`src/rtl/core/assert_macros.svh`:
```
// ----------------------------------------------------------------------------
// Assertion macros
// Clocked concurrent checks on clk, disabled while rst_n is low.
// ----------------------------------------------------------------------------
`ifndef ASSERT_MACROS_SVH
`define ASSERT_MACROS_SVH

`ifndef SYNTH
`define TRD_ASSERT(lbl, prop) \
    lbl: assert property (@(posedge clk) disable iff (!rst_n) (prop)) \
        else $error("trd assertion failed");
`define TRD_ASSERT_NEXT(lbl, ante, cons) \
    lbl: assert property (@(posedge clk) disable iff (!rst_n) (ante) |=> (cons)) \
        else $error("trd assertion failed");
`else
`define TRD_ASSERT(lbl, prop)
`define TRD_ASSERT_NEXT(lbl, ante, cons)
`endif

`endif

```
`src/rtl/core/trd_pkg.sv`:
```
// ----------------------------------------------------------------------------
// trd_pkg
// Types, widths and constants of the triangle raster and depth test unit.
// ----------------------------------------------------------------------------
package trd_pkg;

    localparam int DEF_WIDTH  = 64;
    localparam int DEF_HEIGHT = 64;

    localparam int OP_W      = 2;
    localparam int COORD_W   = 12;
    localparam int Z_W       = 16;
    localparam int RC_W      = 6;
    localparam int DEPTH_W   = 17;
    localparam int COLOR_W   = 32;
    localparam int COUNT_W   = 13;
    localparam int CFG_IDX_W = 2;
    localparam int CFG_W     = 32;

    localparam int DIFF_W  = 13;
    localparam int MUL_A_W = 28;
    localparam int MUL_B_W = 17;
    localparam int PROD_W  = 45;
    localparam int NUM_W   = 46;
    localparam int DEN_W   = 28;
    localparam int Q_W     = 16;

    localparam logic [DEPTH_W-1:0] DEPTH_INF = 17'h0FFFF;
    localparam logic [COUNT_W-1:0] COUNT_MAX = 13'h1FFF;
    localparam logic [COLOR_W-1:0] FILL_RST  = 32'hFFFF_FFFF;
    localparam logic [COLOR_W-1:0] CLEAR_RST = 32'h0000_0000;

    localparam logic [CFG_IDX_W-1:0] CFG_FILL  = 2'd0;
    localparam logic [CFG_IDX_W-1:0] CFG_CLEAR = 2'd1;

    typedef enum logic [OP_W-1:0] {
        OP_DRAW      = 2'd0,
        OP_CLR_DEPTH = 2'd1,
        OP_CLR_COLOR = 2'd2,
        OP_READ      = 2'd3
    } op_t;

    typedef enum logic [3:0] {
        S_INIT,
        S_IDLE,
        S_AREA,
        S_SETUP,
        S_EDGE,
        S_TEST,
        S_ZSUM,
        S_DIV,
        S_WRITE,
        S_CLR_D,
        S_CLR_C,
        S_FINISH
    } state_t;

    typedef struct packed {
        logic busy;
        logic done;
    } div_stat_t;

endpackage

```
`src/rtl/core/trd_div.sv`:
```
// ----------------------------------------------------------------------------
// trd_div
// Restoring divider, one quotient bit a cycle, truncating toward zero.
// ----------------------------------------------------------------------------
module trd_div (
    input  logic                                clk,
    input  logic                                rst_n,
    input  logic                                start,
    input  logic signed [trd_pkg::NUM_W-1:0]    num,
    input  logic        [trd_pkg::DEN_W-1:0]    den,
    output trd_pkg::div_stat_t                  stat,
    output logic signed [trd_pkg::DEPTH_W-1:0]  quot
);
    import trd_pkg::*;

    localparam int CNT_W = $clog2(Q_W);

    logic             busy_reg;
    logic             done_reg;
    logic [CNT_W-1:0] cnt_reg;
    logic [NUM_W-1:0] rem_reg;
    logic [NUM_W-1:0] dsh_reg;
    logic [Q_W-1:0]   q_reg;
    logic             neg_reg;
    logic             fits;

    assign fits = rem_reg >= dsh_reg;

    always_ff @(posedge clk or negedge rst_n)
    begin
        if (!rst_n)
        begin
            busy_reg <= 1'b0;
            done_reg <= 1'b0;
            cnt_reg  <= '0;
        end
        else if (start)
        begin
            busy_reg <= 1'b1;
            done_reg <= 1'b0;
            cnt_reg  <= '0;
        end
        else if (busy_reg)
        begin
            cnt_reg <= cnt_reg + CNT_W'(1);
            if (cnt_reg == CNT_W'(Q_W - 1))
            begin
                busy_reg <= 1'b0;
                done_reg <= 1'b1;
            end
        end
        else
        begin
            done_reg <= 1'b0;
        end
    end

    always_ff @(posedge clk)
    begin
        if (start)
        begin
            neg_reg <= num[NUM_W-1];
            rem_reg <= num[NUM_W-1] ? NUM_W'(-num) : NUM_W'(num);
            dsh_reg <= {{(NUM_W-DEN_W){1'b0}}, den} << (Q_W - 1);
            q_reg   <= '0;
        end
        else if (busy_reg)
        begin
            if (fits)
            begin
                rem_reg <= rem_reg - dsh_reg;
            end
            q_reg   <= {q_reg[Q_W-2:0], fits};
            dsh_reg <= dsh_reg >> 1;
        end
    end

    assign stat.busy = busy_reg;
    assign stat.done = done_reg;
    assign quot = neg_reg ? -$signed({1'b0, q_reg}) : $signed({1'b0, q_reg});

endmodule

```
`config.mk`:
```
export PLATFORM = sky130hd
export DESIGN_NAME = trd_div
export DESIGN_NICKNAME = d
export VERILOG_FILES = /design/src/rtl/core/assert_macros.svh /design/src/rtl/core/trd_pkg.sv /design/src/rtl/core/trd_div.sv
export SDC_FILE = /design/constraint.sdc
export NUM_CORES = 1
export LEC_CHECK = 0
export ABC_AREA = 1
export BUFFER_PORTS_ARGS = -buffer_cell sky130_fd_sc_hd__buf_2
export CORE_UTILIZATION = 47
export DETAILED_ROUTE_END_ITERATION = 16
export PLACE_DENSITY_LB_ADDON = 0.08
export SETUP_SLACK_MARGIN = 0.2
export SLEW_MARGIN = 20
export SYNTH_ARGS = -nofsm -noshare
export SYNTH_HDL_FRONTEND = slang
export SYNTH_SLANG_ARGS = --single-unit
```
`constraint.sdc`:
```
create_clock -name clk -period 9.45 [get_ports clk]
set_input_delay 0.4725 -clock clk [delete_from_list [all_inputs] [get_ports clk]]
set_output_delay 0.4725 -clock clk [all_outputs]
set_load 0.02 [all_outputs]
```
==> results.py <==
metrics = {
    "worst_setup_path": {
        "timing.rr.start": "rem_reg[0]",
        "critical_path_class": "reg -> reg",
        "critPathCapture": "rem_reg[31]",
        "startpoint": "rem_reg[0]",
        "crit_path_max_fanout": 32,
        "r2r.worst_path.cells": 15,
        "reg2reg_slack_ns": 6.16,
        "cp-start-kind": "flop",
        "arrival_ns": 3.31,
        "worst_setup_path_end_kind": "flop",
        "worst_r2r_endpoint": "rem_reg[31]",
        "required_ns": 9.47,
    },
    "floorplan": {
        "start_util_pct": 48.64,
        "core_area_mm2": 0.02056,
        "dieArea_mm2": 0.02187,
        "die_x_um": 147.9,
        "die_h_um": 147.9,
        "boundaryPins": 96,
        "num_rows": 52,
    },
    "power": {
        "p_leak_nw": 5.716,
        "irDropWorstVdd_mv": 0.1091,
        "power_density_mw_per_mm2": 257.4,
    },
    "clock_network": {
        "cts_sinks": 112,
        "clk_path_buf_depth": 2,
        "cts_tree": "done",
        "clk_latency_ns": 0.38,
        "cts-root-buf": "clkbuf_16",
        "htree_levels": 3,
        "clk_pin_slew_ns": 0.09,
        "cts_buffers": 9,
    },
    "global_route": {
        "grt_first_pass_wirelength_um": 49220,
        "grt_overflow": 0,
        "grt_pass1_vias": 9359,
        "grt_max_degree": 85,
        "antenna_found_initial": 1,
        "grt_usage_pct": 29.27,
    },
    "sta": {
        "finalHoldViolCount": 0,
        "setup_viol_count_final": 0,
        "period_minus_slack_ns": 3.289,
        "finalSetupTns_ns": 0,
        "finClkSkew_ns": 0.01547,
        "max-slew-margin-rel_pct": 37.41,
        "rsz0062_at_grt": "no",
        "final_max_slew_viol_count": 0,
        "timing.fmax_mhz": 304.1,
        "min_period_over_period_pct": 34.80,
        "worst_slew_pin_slew_ns": 0.9389,
    },
    "detailed_routing": {
        "viasPerCell": 5.183,
        "dr.first_iter.drc_count": 779,
        "dr_total_vias": 10260,
        "ant_nets": 0,
        "drc": 0,
        "firstDrtPassIters": 5,
        "drt_wl_total_um": 31040,
        "wl_per_cell_um": 15.69,
    },
    "placement": {
        "gp_congestion": 0.9551,
        "io_buffers": 95,
        "hpwl_um": 24730,
    },
    "logic_synthesis": {
        "ys_seq_area_share_pct": 30.23,
        "synth_nets": 1750,
        "synth_area_leaders": "edfxtp_1 23%, nand2_1 21%, inv_1 11%",
        "async_flop_share_pct": 5.357,
        "synth_warnings": 0,
        "synth-adder-area-share_pct": 5.955,
        "synth_top_cell_area_share_pct": 22.52,
        "synth_seq_cells": 112,
        "synthMuxAreaShare_pct": 0,
        "synth_most_common_cell": "nand2_1",
        "synth.avg_cell_area_um2": 6.151,
        "synth_xor_area_share_pct": 1.664,
        "syn_inst": 1626,
        "synth_cell_types": 42,
        "synth_top_family_by_area": "simple AND/OR/NAND/NOR gates",
        "synthTopCellsByCount": "550 x nand2_1, 295 x inv_1, 153 x nor2_1, 118 x nand3_1, 89 x o21ai_0",
        "ys.flop_type": "edfxtp_1",
        "synth_compound_area_share_pct": 11.16,
        "yosys.area_share.simple_pct": 37.93,
        "synth_edf_count": 75,
        "syn_area_mm2": 0.01000,
        "yosysTopAreaCell": "edfxtp_1",
    },
    "run_status": {
        "status": "completed",
    },
    "worst_hold_path": {
        "hp-start": "den[27]",
        "hold_class": "in -> reg",
    },
    "layout": {
        "nNetsFinal": 1828,
        "fill_cells": 2177,
        "drive_gt1_share_pct": 9.421,
        "num_antenna_cells": 0,
        "syn_to_final_growth_pct": 10.32,
        "largest_register_ffs": 46,
        "fin_util_pct": 53.66,
    },
    "job": {
        "drv_cap": 0,
    },
}
==> final cells by class <==
| class | count | area, um^2 | share of cell area [%] |
|---|---|---|---|
| clock buffer | 9 | 225.2 | 2.041 |
| clock inverter | 7 | 107.6 | 0.9753 |
| inverter | 306 | 1150 | 10.42 |
| multi-input combinational | 1175 | 5674 | 51.43 |
| sequential | 112 | 3023 | 27.40 |
| tap | 270 | 337.8 | 3.062 |
| timing repair buffer | 100 | 515.5 | 4.672 |
==> worst max-delay path, cell delays in order (launching register included) <==
cell	delay [ns]
edfxtp_1	0.34
inv_1	0.04
ha_1	0.22
fa_1	0.42
inv_1	0.10
nand2_1	0.08
nand2_2	0.10
nand2_1	0.07
nand2_1	0.12
nand2_1	0.07
nand2_1	0.12
nand3_1	0.09
nand4_1	0.18
nand2_1	0.11
nand2_2	0.32
buf_4	0.51
==> per-stage QoR <==
step | power [mW] | hold WS [ns] | area [um^2] | setup WS (ns) | std cells
after global routing | 3.086 | 0.3780 | 11030 | 5.949 | 1979
after CTS | 2.815 | 0.3517 | 11030 | 6.176 | 1979
after global placement | 2.366 | 0.3033 | 10690 | 6.327 | 1962
after detailed placement | 2.374 | 0.3063 | 10690 | 6.232 | 1962
final | 2.840 | 0.3617 | 11030 | 6.161 | 1979
after floorplan | 1.914 | 0.1769 | 10000 | 6.389 | 1626
==> worst min path at each step <==
stage / endpoint / slack, ns / depth (start not counted)
2_1_floorplan: busy_reg / 0.18 / 0
4_1_cts: dsh_reg[42] / 0.35 / 3
5_1_grt: dsh_reg[34] / 0.38 / 3
6_report: dsh_reg[42] / 0.36 / 3
3_3_place_gp: busy_reg / 0.30 / 1
3_5_place_dp: busy_reg / 0.31 / 1
==> layer usage <==
metal	wire, um	track usage, %
met1	15020	43.08
met2	13100	44.79
met3	2394	3.735
met4	531	7.835
met5	0	0
==> cell usage in the layout (no fill, tap or decap), types with 12 or more instances in the layout <==
master and count:
a21oi_1 64, inv_1 294, buf_2 95, nand4_1 22
o21ai_0 89, nor3_1 12, nand3_1 118, dfxtp_1 31
nor2_1 153, xor2_1 19, o22ai_1 32, nand2_1 549
edfxtp_1 75, ha_1 46
==> repair_timing <==
action	4_1_cts	5_1_grt
hold endpoints to repair	6	0
hold buffers	1	0
gates resized for setup	0	0
buffers inserted	0	0
==> cells by family (layout without fill, tap and decap cells) <==
kind of cell,Yosys count,in the layout
buffers and inverters,339,422
AOI/OAI and AO/OA,208,208
xor gates and xnor gates,19,19
and+or+nand+nor,901,901
DFF,112,112
adders and majority gates,47,47
==> report_power, final <==
group          switching (mW)  internal [mW]  leakage (nW)  total (mW)
Clock                   0.216          0.218         0.161       0.433
Combinational            1.17          0.521          4.42        1.69
Sequential             0.0441          0.675          1.13       0.720
Total                    1.43           1.41          5.72        2.84
(Power assumes the default switching activity.)
